--- config.mk ---
export PLATFORM = sky130hd
export DESIGN_NAME = sorted_alarm_timer_queue
export DESIGN_NICKNAME = d
export VERILOG_FILES = /design/src/rtl/satq_pkg.sv /design/src/rtl/sorted_alarm_timer_queue.sv
export SDC_FILE = /design/constraint.sdc
export NUM_CORES = 2
export LEC_CHECK = 0
export BUFFER_PORTS_ARGS = -buffer_cell sky130_fd_sc_hd__buf_2
export CORE_ASPECT_RATIO = 2
export CORE_MARGIN = 2
export CORE_UTILIZATION = 50
export DETAILED_ROUTE_END_ITERATION = 12
export GPL_TIMING_DRIVEN = 0
export PLACE_DENSITY = 0.66
export SLEW_MARGIN = 20
export SYNTH_ARGS = -nofsm -noshare
export SYNTH_HDL_FRONTEND = slang
export SYNTH_SLANG_ARGS = --single-unit
--- constraint.sdc ---
create_clock -name clk -period 10.8 [get_ports clk]
set_input_delay 2.16 -clock clk [delete_from_list [all_inputs] [get_ports clk]]
set_output_delay 2.16 -clock clk [all_outputs]
set_load 0.01 [all_outputs]
--- src/rtl/satq_pkg.sv ---
// ----------------------------------------------------------------------------
// satq_pkg
// Shared codes, widths and defaults for the sorted alarm timer queue.
// ----------------------------------------------------------------------------
package satq_pkg;

  localparam int ALARM_COUNT_DEF = 16;
  localparam int TIME_WIDTH_DEF  = 64;

  localparam int ID_W     = 4;
  localparam int FTIME_W  = 64;
  localparam int CMD_W    = 2;
  localparam int KIND_W   = 3;
  localparam int IN_W     = 136;
  localparam int OUT_W    = 72;

  typedef enum logic [CMD_W-1:0] {
    CMD_BASE  = 2'd0,
    CMD_SLEEP = 2'd1,
    CMD_TICK  = 2'd2,
    CMD_NONE  = 2'd3
  } cmd_t;

  typedef enum logic [KIND_W-1:0] {
    K_BASE    = 3'd0,
    K_ARMED   = 3'd1,
    K_PAST    = 3'd2,
    K_REJECT  = 3'd3,
    K_EXPIRED = 3'd4,
    K_DONE    = 3'd5
  } kind_t;

endpackage

--- src/rtl/sorted_alarm_timer_queue.sv ---
// ----------------------------------------------------------------------------
// sorted_alarm_timer_queue
// Per-alarm wake bases plus a wake-time sorted queue of pending alarms,
// walked one entry at a time by a small sequencer over one queue RAM port.
// ----------------------------------------------------------------------------
// A base set or reject loads the result register. A sleep adds base and delay,
// checks it against now and, unless past or full, walks the queue from the
// tail, moving later-waking entries back a slot. A tick emits a result per
// expired alarm, moves the rest up and emits done. A full result register
// holds the sequencer. One request at a time; s_tready is high only while idle.
// Reset (rst, synchronous): queue empty, bases zero, compare all ones, irq off.
module sorted_alarm_timer_queue #(
  parameter int ALARM_COUNT = satq_pkg::ALARM_COUNT_DEF,
  parameter int TIME_WIDTH  = satq_pkg::TIME_WIDTH_DEF
) (
  input  logic                        clk,
  input  logic                        rst,
  input  logic                        s_tvalid,
  output logic                        s_tready,
  // alarm_id[3:0], delay_ticks[67:4], now[131:68], zero pad
  input  logic [satq_pkg::IN_W-1:0]   s_tdata,
  // command[1:0]
  input  logic [satq_pkg::CMD_W-1:0]  s_tuser,
  output logic                        m_tvalid,
  input  logic                        m_tready,
  // alarm_id_out[3:0], compare_value[67:4], irq_enable[68], zero pad
  output logic [satq_pkg::OUT_W-1:0]  m_tdata,
  // kind[2:0]
  output logic [satq_pkg::KIND_W-1:0] m_tuser,
  output logic                        m_tlast
);
  import satq_pkg::*;

  localparam int TW = TIME_WIDTH;
  localparam int IW = (ALARM_COUNT > 1) ? $clog2(ALARM_COUNT) : 1;
  localparam int CW = $clog2(ALARM_COUNT + 1);
  localparam logic [TW-1:0] TMASK = '1;

  typedef enum logic [11:0] {
    S_IDLE = 12'b000000000001,
    S_ADD  = 12'b000000000010,
    S_CMP  = 12'b000000000100,
    S_IRD  = 12'b000000001000,
    S_ICMP = 12'b000000010000,
    S_IWR  = 12'b000000100000,
    S_RES  = 12'b000001000000,
    S_TRD  = 12'b000010000000,
    S_TCHK = 12'b000100000000,
    S_SRD  = 12'b001000000000,
    S_SWR  = 12'b010000000000,
    S_DONE = 12'b100000000000
  } state_t;

  state_t state;

  logic [TW-1:0]   base_mem [ALARM_COUNT];
  logic            base_vld [ALARM_COUNT];
  logic            pending  [ALARM_COUNT];
  logic [TW-1:0]   qt_mem   [ALARM_COUNT];
  logic [ID_W-1:0] qi_mem   [ALARM_COUNT];

  logic [ID_W-1:0] id_r;
  logic [TW-1:0]   delay_r, now_r, wake, head_time, compare, base_rd, q_rd_time;
  logic            base_rd_vld, irq_on;
  logic [ID_W-1:0] q_rd_id;
  logic [CW-1:0]   count, ptr, jdx;
  kind_t           res_kind;

  logic            out_valid, out_irq, out_last;
  kind_t           out_kind;
  logic [ID_W-1:0] out_id;
  logic [TW-1:0]   out_cmp;

  logic [ID_W-1:0] in_id;
  logic [TW-1:0]   in_delay, in_now;
  logic [IW-1:0]   in_addr, id_addr, rd_addr;
  logic            in_bad, accept, out_free;
  logic [TW:0]     sum;
  logic [CW-1:0]   ptr_m1, jdx_sub, remain;

  logic            base_we;
  logic [IW-1:0]   base_waddr;
  logic [TW-1:0]   base_wdata;
  logic            q_re, q_we;
  logic [IW-1:0]   q_raddr, q_waddr;
  logic [TW-1:0]   q_wtime;
  logic [ID_W-1:0] q_wid;

  logic            emit;
  kind_t           emit_kind;
  logic [ID_W-1:0] emit_id;
  logic [TW-1:0]   emit_cmp;
  logic            emit_irq, emit_last;

  assign in_id    = s_tdata[3:0];
  assign in_delay = s_tdata[4 +: TW];
  assign in_now   = s_tdata[68 +: TW];
  assign in_addr  = IW'(in_id);
  assign id_addr  = IW'(id_r);
  assign rd_addr  = IW'(q_rd_id);
  assign in_bad   = 32'(in_id) >= ALARM_COUNT;
  assign s_tready = (state == S_IDLE);
  assign accept   = s_tvalid && s_tready;
  assign out_free = !out_valid || m_tready;
  assign sum      = {1'b0, base_rd_vld ? base_rd : {TW{1'b0}}} + {1'b0, delay_r};
  assign ptr_m1   = ptr - 1'b1;
  assign jdx_sub  = jdx - ptr;
  assign remain   = count - ptr;

  always_comb begin
    base_we    = 1'b0;
    base_waddr = id_addr;
    base_wdata = wake;
    q_re       = 1'b0;
    q_raddr    = ptr[IW-1:0];
    q_we       = 1'b0;
    q_waddr    = ptr[IW-1:0];
    q_wtime    = q_rd_time;
    q_wid      = q_rd_id;
    emit       = 1'b0;
    emit_kind  = res_kind;
    emit_id    = id_r;
    emit_cmp   = compare;
    emit_irq   = irq_on;
    emit_last  = 1'b1;
    unique case (state)
      S_IDLE: begin
        if (accept && s_tuser == CMD_BASE && !in_bad) begin
          base_we    = 1'b1;
          base_waddr = in_addr;
          base_wdata = in_now;
        end
      end
      S_CMP: base_we = 1'b1;
      S_IRD: begin
        q_re    = (ptr != '0);
        q_raddr = ptr_m1[IW-1:0];
      end
      S_ICMP: q_we = (q_rd_time > wake);
      S_IWR: begin
        q_we      = out_free;
        q_wtime   = wake;
        q_wid     = id_r;
        emit      = out_free;
        emit_kind = K_ARMED;
        emit_cmp  = (ptr == '0) ? wake : compare;
        emit_irq  = 1'b1;
      end
      S_RES: emit = out_free;
      S_TRD: q_re = (ptr < count);
      S_TCHK: begin
        if (q_rd_time <= now_r) begin
          emit       = out_free;
          emit_kind  = K_EXPIRED;
          emit_id    = q_rd_id;
          emit_last  = 1'b0;
          base_we    = out_free && (32'(q_rd_id) < ALARM_COUNT);
          base_waddr = rd_addr;
          base_wdata = now_r;
        end
      end
      S_SRD: begin
        q_re    = (ptr != '0) && (jdx < count);
        q_raddr = jdx[IW-1:0];
      end
      S_SWR: begin
        q_we    = 1'b1;
        q_waddr = jdx_sub[IW-1:0];
      end
      S_DONE: begin
        emit      = out_free;
        emit_kind = K_DONE;
        emit_id   = '0;
        emit_cmp  = (remain != '0) ? head_time : TMASK;
        emit_irq  = (remain != '0);
      end
      default: ;
    endcase
  end

  always_ff @(posedge clk) begin
    if (base_we) base_mem[base_waddr] <= base_wdata;
    if (state == S_IDLE) base_rd <= base_mem[in_addr];
    if (q_we) begin
      qt_mem[q_waddr] <= q_wtime;
      qi_mem[q_waddr] <= q_wid;
    end
    if (q_re) begin
      q_rd_time <= qt_mem[q_raddr];
      q_rd_id   <= qi_mem[q_raddr];
    end
  end

  always_ff @(posedge clk) begin
    if (rst) begin
      for (int k = 0; k < ALARM_COUNT; k++) begin
        base_vld[k] <= 1'b0;
        pending[k]  <= 1'b0;
      end
      base_rd_vld <= 1'b0;
    end else begin
      if (state == S_IDLE) base_rd_vld <= base_vld[in_addr];
      if (base_we) base_vld[base_waddr] <= 1'b1;
      if (state == S_CMP && wake >= now_r) pending[id_addr] <= 1'b1;
      if (base_we && state == S_TCHK) pending[base_waddr] <= 1'b0;
    end
  end

  always_ff @(posedge clk) begin
    if (rst) begin
      state     <= S_IDLE;
      count     <= '0;
      compare   <= TMASK;
      irq_on    <= 1'b0;
      out_valid <= 1'b0;
    end else begin
      if (emit) begin
        out_valid <= 1'b1;
        out_kind  <= emit_kind;
        out_id    <= emit_id;
        out_cmp   <= emit_cmp;
        out_irq   <= emit_irq;
        out_last  <= emit_last;
      end else if (m_tready) begin
        out_valid <= 1'b0;
      end
      unique case (state)
        S_IDLE: begin
          if (accept) begin
            id_r    <= in_id;
            delay_r <= in_delay;
            now_r   <= in_now;
            ptr     <= '0;
            case (s_tuser)
              CMD_BASE, CMD_SLEEP: begin
                if (in_bad || (s_tuser == CMD_SLEEP && pending[in_addr])) begin
                  res_kind <= K_REJECT;
                  state    <= S_RES;
                end else if (s_tuser == CMD_BASE) begin
                  res_kind <= K_BASE;
                  state    <= S_RES;
                end else begin
                  state <= S_ADD;
                end
              end
              CMD_TICK: state <= S_TRD;
              default: ;
            endcase
          end
        end
        S_ADD: begin
          wake  <= sum[TW] ? TMASK : sum[TW-1:0];
          state <= S_CMP;
        end
        S_CMP: begin
          if (wake < now_r) begin
            res_kind <= K_PAST;
            state    <= S_RES;
          end else if (32'(count) >= ALARM_COUNT) begin
            res_kind <= K_ARMED;
            state    <= S_RES;
          end else begin
            ptr   <= count;
            state <= S_IRD;
          end
        end
        S_IRD: state <= (ptr == '0) ? S_IWR : S_ICMP;
        S_ICMP: begin
          if (q_rd_time > wake) begin
            ptr   <= ptr_m1;
            state <= S_IRD;
          end else begin
            state <= S_IWR;
          end
        end
        S_IWR: begin
          if (out_free) begin
            count  <= count + 1'b1;
            if (ptr == '0) compare <= wake;
            irq_on <= 1'b1;
            state  <= S_IDLE;
          end
        end
        S_RES: if (out_free) state <= S_IDLE;
        S_TRD: begin
          if (ptr < count) begin
            state <= S_TCHK;
          end else begin
            jdx   <= ptr;
            state <= S_SRD;
          end
        end
        S_TCHK: begin
          if (q_rd_time <= now_r) begin
            if (out_free) begin
              ptr   <= ptr + 1'b1;
              state <= S_TRD;
            end
          end else begin
            head_time <= q_rd_time;
            jdx       <= ptr;
            state     <= S_SRD;
          end
        end
        S_SRD: state <= ((ptr != '0) && (jdx < count)) ? S_SWR : S_DONE;
        S_SWR: begin
          jdx   <= jdx + 1'b1;
          state <= S_SRD;
        end
        S_DONE: begin
          if (out_free) begin
            count   <= remain;
            compare <= (remain != '0) ? head_time : TMASK;
            irq_on  <= (remain != '0);
            state   <= S_IDLE;
          end
        end
        default: state <= S_IDLE;
      endcase
    end
  end

  assign m_tvalid = out_valid;
  assign m_tuser  = out_kind;
  assign m_tlast  = out_last;
  assign m_tdata  = {3'b000, out_irq, FTIME_W'(out_cmp), out_id};

endmodule

* After elaboration in Yosys (flattened, before gate mapping)
Memory sizes are Yosys's and may differ from the RTL's. A register that Yosys moved wholly into a read port is not among the register bits.
Cells that the tools add are included.
** Cells by class
- Add/subtract/negate cells :: 7
- Multiply operators :: 0
- Divide/modulo/power cells :: 0
- Magnitude comparators :: 7
- Equality and inequality tests :: 30
- Shifts and indexed selects :: 0
- Multiplexer cells :: 90
- Bitwise gates (word level) :: 2
- Reduce and logical (&&, ||, !) cells :: 31
** Operators by type and width (count)
- $mux W64 :: 8
- $pmux W64 S2 :: 3
- $pmux W12 S10 :: 1
- $add A64 B64 Y65 :: 1
- $ge A64 B64 Y1 :: 1
- $gt A64 B64 Y1 :: 1
- $le A64 B64 Y1 :: 1
- $lt A64 B64 Y1 :: 1
- $mux W12 :: 5
- $mux W5 :: 10
- $mux W4 :: 7
- $mux W7 :: 4
- $mux W1 :: 27
- $pmux W12 S2 :: 1
- $pmux W4 S2 :: 3
- $mux W3 :: 7
- $pmux W5 S4 :: 1
- $ne A2 B2 Y1 const B :: 9
- $add A5 B1 Y5 const B :: 3
- $pmux W5 S3 :: 1
- $eq A12 B1 Y1 const B :: 1
- $eq A12 B10 Y1 const B :: 1
- $eq A12 B11 Y1 const B :: 1
- $eq A12 B12 Y1 const B :: 1
- 43 further kinds :: 68
** Storage, ports and cells
- Register bits :: 429
- Bits in latches :: 0
- Memory bits (writable) :: 2144
- Bits in read-only memories :: 0
- Bits of input ports :: 142
- Output and inout port bits :: 78
- Memories kept :: 5
** Memory list
- base_mem :: depth 16, bits a word 64, read ports 1, clocked after memory_dff 1, wr ports 1, RTL line sorted_alarm_timer_queue.sv:56 : logic [TW-1:0] base_mem [ALARM_COUNT];
- qt_mem :: depth 16, bits a word 64, read ports 1, clocked after memory_dff 1, wr ports 1, RTL line sorted_alarm_timer_queue.sv:59 : logic [TW-1:0] qt_mem [ALARM_COUNT];
- qi_mem :: depth 16, bits a word 4, read ports 1, clocked after memory_dff 1, wr ports 1, RTL line sorted_alarm_timer_queue.sv:60 : logic [ID_W-1:0] qi_mem [ALARM_COUNT];
- base_vld :: depth 16, bits a word 1, read ports 1, clocked after memory_dff 1, wr ports 16, RTL line sorted_alarm_timer_queue.sv:57 : logic base_vld [ALARM_COUNT];
- pending :: depth 16, bits a word 1, read ports 1, clocked after memory_dff 0, wr ports 16, RTL line sorted_alarm_timer_queue.sv:58 : logic pending [ALARM_COUNT];

* Depth between registers and ports, before layout
- Depth after elaboration :: 11
- Depth in mapped cells :: 18
- Mapped depth without buffers :: 14

* Worst setup path after synthesis
OpenSTA, ideal clock, no wires.
- Path type :: reg2reg
- Start :: register state[6]
- End :: register delay_r[0] (enable)
- Setup time :: 0.625 ns
- Arrival time :: 9.013 ns
- Setup slack :: 1.163 ns
- Stages on the path, launching flop included :: 9
- Buffers on the path :: 2
- Period minus slack after synthesis :: 9.637 ns
- Cells stage by stage :: dfxtp_1 > clkbuf_1 > nor3_2 > nand2_1 > nor3_1 > and4b_1 > clkbuf_1 > nand2_1 > nor2_1
** On the way
- Longest elaborated chain between the ends :: 3
** Ends and longest elaborated chain
- start, declared :: RTL line sorted_alarm_timer_queue.sv:54 : state_t state;
- start signal, assigned :: RTL line sorted_alarm_timer_queue.sv:267 : S_IRD: state <= (ptr == '0) ? S_IWR : S_ICMP;
- start signal, assigned :: RTL line sorted_alarm_timer_queue.sv:305 : S_SRD: state <= ((ptr != '0) && (jdx < count)) ? S_SWR : S_DONE;
- $eq A12 B1 Y1 * :: RTL line sorted_alarm_timer_queue.sv:102 : assign s_tready = (state == S_IDLE);
- net s_tready :: RTL line sorted_alarm_timer_queue.sv:19 : output logic s_tready,
- $logic_and A1 B1 Y1 :: RTL line sorted_alarm_timer_queue.sv:103 : assign accept = s_tvalid && s_tready;
- $reduce_and A3 Y1 (no source line) *
- end signal, assigned :: RTL line sorted_alarm_timer_queue.sv:231 : delay_r <= in_delay;
- end, declared :: RTL line sorted_alarm_timer_queue.sv:63 : logic [TW-1:0] delay_r, now_r, wake, head_time, compare, base_rd, q_rd_time;
Mark *: on every way through the listed nets, which the timed path passes. The rest lies on a longest branch.
A chain may end at the register's enable or synchronous reset.

* Worst setup path after layout
- Start :: register q_rd_time[39], read port of qt_mem
- End :: memory base_mem[13][37] (netlist bit) (enable)
** On the way
- Longest elaborated chain between the ends :: 5
- Elaborated cells on any way between the ends :: 7
- Classes of those cells :: order compare: 1; mux: 6
** Ends and longest elaborated chain
- start, declared :: RTL line sorted_alarm_timer_queue.sv:63
- $le A64 B64 Y1 * :: RTL line sorted_alarm_timer_queue.sv:152 : if (q_rd_time <= now_r) begin
- $mux W1 :: RTL line sorted_alarm_timer_queue.sv:152
- $pmux W1 S3 :: RTL line sorted_alarm_timer_queue.sv:126 : unique case (state)
- $mux W1 :: RTL line sorted_alarm_timer_queue.sv:182 : if (base_we) base_mem[base_waddr] <= base_wdata;
- $mux W1 (implied by the code) :: RTL line sorted_alarm_timer_queue.sv:182
- end, declared :: RTL line sorted_alarm_timer_queue.sv:56
Every way passes the cells marked *; elsewhere a longest branch is shown, timed or not.

==> flow_summary_export.csv <==
group,metric,value,unit
timing,fin_crit_sh,66.3,%
global_route,grt_overflow,0,
timing,slew_viol_final,0,
synthesis,synth_area,0.114,mm²
cells_and_area,instances_no_fill,11393,
drt,vias,71487,
clocking,clock_sinks,2705,
global_route,antenna_found_initial,41,
synthesis,synth.yosys.warnings,0,
cells_and_area,postLayoutCoreUtil,58.1,%
clocking,cts_inserted_buffers,230,
pwr,total_power,22.3,mW
synthesis,post_synth_num_cell_types,87,
clocking,clockRootBuffer,"clkbuf_16",
pwr,p_int,17.1,mW
setup_path,path_cells,"ha_1, nand4_1, nor4_1, nand4_1, nor3_2, a21oi_2, buf_4, nor2_1, inv_1, o211ai_1, or3b_1, nor2_4, buf_12, buf_12, buf_16",
pwr,pwr-share-clk,39.5,%
synthesis,async_flop_share,0,%
timing,finClkSkew,0.0756,ns
clocking,ctsResizeCount,0,
setup_path,endpoint_kind,"flop",
cells_and_area,largest_registers,"base_mem (1024), qt_mem (1024)",
die,dieArea,0.232,mm²
setup_path,critPathMaxFanout,15,
global_route,grt_use_total,31.3,%
cells_and_area,drive_above_1_share,16.2,%
timing,fmax,140,MHz
setup_path,cp-start-kind,"flop",
pwr,ir_drop,0.151,mV
timing,setup_tns,0,ns
synthesis,synthCells,7506,
global_route,grt_pass1_wl,513000,µm
drt,routed_wl,365000,µm
timing,setup_viol,0,
die,chipHeight,679,µm
drt,final_antenna_net_count,0,
die,start_util,50.3,%
timing,period_needed,7.16,ns
clocking,insertion_delay,0.96,ns
synthesis,synth-seq-cells,2705,
pwr,swShare,23.3,%
drt,dr.pass1.iters,8,
pwr,power.switching,5.19,mW
job,maxCapViolCount,0,
pwr,power_frac_comb,7.7,%
drt,post_drt_wl_per_cell,32.1,µm
timing,worst_slew_pin_slew,1.28,ns
setup_path,crit_arrival,7.79,ns
pwr,powerDensity,170,mW/mm²
min_path,min_path_type,"flop to flop",
global_route,grt_pass1_vias,73121,
timing,rsz0062_at_grt,"false",
die,ioPinCount,220,
setup_path,cp.required,11.43,ns
global_route,grt_max_degree,54,
pwr,seq_power_share,52.8,%
timing,slew_headroom,14.5,%
drt,via_per_inst,6.27,
setup_path,slowest_delay,1.08,ns
clocking,cts_max_level,4,
clocking,clk_pin_slew,0.07,ns
synthesis,synth_flop_cell,"edfxtp_1",
pwr,power_leakage,44.5,nW
place,dp_hpwl,278000,µm
place,place.gp.congestion,0.959,
place,port_buffers,211,
die,coreArea,0.226,mm²
synthesis,avgSynthCellArea,15.2,µm²
clocking,cts_tree,"done",
synthesis,synth_edf_count,2605,
setup_path,critPathKind,"flop to flop",
cells_and_area,final_cell_mix,"2605 x edfxtp_1, 939 x nand2_1, 484 x a21oi_1, 357 x a211oi_1, 330 x mux4_2",
die,fp-row-count,247,
die,die_w,341,µm
cells_and_area,final_common_cell,"edfxtp_1",
setup_path,cpMaxStageDelayCell,"nor4_1",
clocking,post_cts_buffers,0,
place,dp_cells,10942,
cells_and_area,area_growth,15.5,%
timing,hold_viol_final,0,
outcome,status,"completed",
cells_and_area,nNetsFinal,8605,
synthesis,seq_area_frac_synth,70.5,%
clocking,clk_path_buf_depth,4,
drt,route.detailed.drc,0,
drt,drt_iter0_markers,7899,
clocking,hold_buffers,0,
-- synth_stat cells, drive strengths merged (7+ instances only) --
cell type | number | area share, %
buf | 132 | 0.54
nand2 | 939 | 3.1
nand3b | 11 | 0.073
and4 | 8 | 0.062
mux4 | 330 | 6.5
a221oi | 7 | 0.065
ha | 273 | 3.0
nor3 | 31 | 0.15
dfxtp | 100 | 1.8
a31oi | 152 | 0.84
o211ai | 11 | 0.073
and3 | 18 | 0.099
o21ai | 303 | 1.3
o31ai | 24 | 0.16
a211oi | 357 | 2.4
nor4 | 13 | 0.085
and2 | 344 | 1.9
o21bai | 7 | 0.046
edfxtp | 2605 | 69
xnor2 | 40 | 0.31
a311oi | 137 | 1.1
inv | 166 | 0.55
nand4 | 54 | 0.30
nand2b | 26 | 0.14
nor2b | 23 | 0.13
or3 | 8 | 0.044
a21o | 153 | 1.0
a22oi | 68 | 0.45
o2bb2ai | 10 | 0.077
clkbuf | 318 | 1.0
nor2 | 133 | 0.44
xor2 | 30 | 0.23
o21a | 18 | 0.12
nand3 | 52 | 0.23
a21oi | 501 | 2.2
-- per-stage QoR --
| stage | hold WS, ns | area (µm²) | setup WS, ns |
|---|---|---|---|
| 2_1_floorplan | 0.423 | 114000 | 1.16 |
| 3_3_place_gp | 0.433 | 119000 | -6.08 |
| 3_5_place_dp | 0.446 | 123000 | 3.87 |
| 4_1_cts | 0.460 | 131000 | 3.84 |
| 5_1_grt | 0.478 | 131000 | 3.69 |
| 6_report | 0.461 | 132000 | 3.64 |
-- layout make-up --
class	instances	area, µm²
Inverter	166	623
Clock inverter	157	1900
Tap cell	2988	3740
Fill cell	17357	94700
Antenna cell	28	70.1
Timing Repair Buffer	447	5400
Multi-Input combinational cell	4187	31700
Sequential cell	2705	80200
Clock buffer	265	5980
Buffer	450	1860
-- cell families after synthesis --
family          after synthesis  share of synthesized area [%]
fa+ha+maj                   276                           3.05
xor+xnor                     70                          0.538
flops                      2705                           70.5
compound gates             1815                           10.3
simple gates               1687                           6.94
buf+inv                     616                           2.13
other cells                   1                        0.00329
mux                         336                           6.58
-- per-layer routing --
metal	vias to the layer above	GRT usage [%]	routed length (µm)
met5	-	0	126
met4	18	21.6	29500
met3	952	4.22	26500
met2	3730	56.8	193000
met1	36072	33.4	116000
li1	30715	-	-
-- path summary, 6_finish.rpt --
path                            cells after the start                to     startpoint  slack (ns)
worst max-delay path                               15  base_mem[13][37]  q_rd_time[39]        3.64
worst min-delay path                                2      base_vld[15]   base_vld[15]        0.46
worst max register to register                     15  base_mem[13][37]  q_rd_time[39]        3.64
worst min register to register                      2      base_vld[15]   base_vld[15]        0.46
-- power groups by stage --
stage | clock network (mW) | registers (mW) | logic [mW]
finish | 8.81 | 11.8 | 1.73
global route | 9.23 | 11.8 | 1.83
CTS | 8.87 | 11.8 | 1.72
detailed placement | 0 | 12.0 | 1.71
global placement | 0 | 12.0 | 1.57
floorplan | 0 | 11.9 | 0.959
-- worst max-delay path: cells and delay by family, from the launching register on --
| family | cells | cell delay, ns |
|---|---|---|
| buf+inv | 5 | 1.13 |
| fa+ha+maj | 1 | 0.39 |
| compound gates | 2 | 0.51 |
| simple gates | 7 | 4.14 |
| flops | 1 | 0.59 |
No activity file was read; power rests on OpenSTA's default activity.
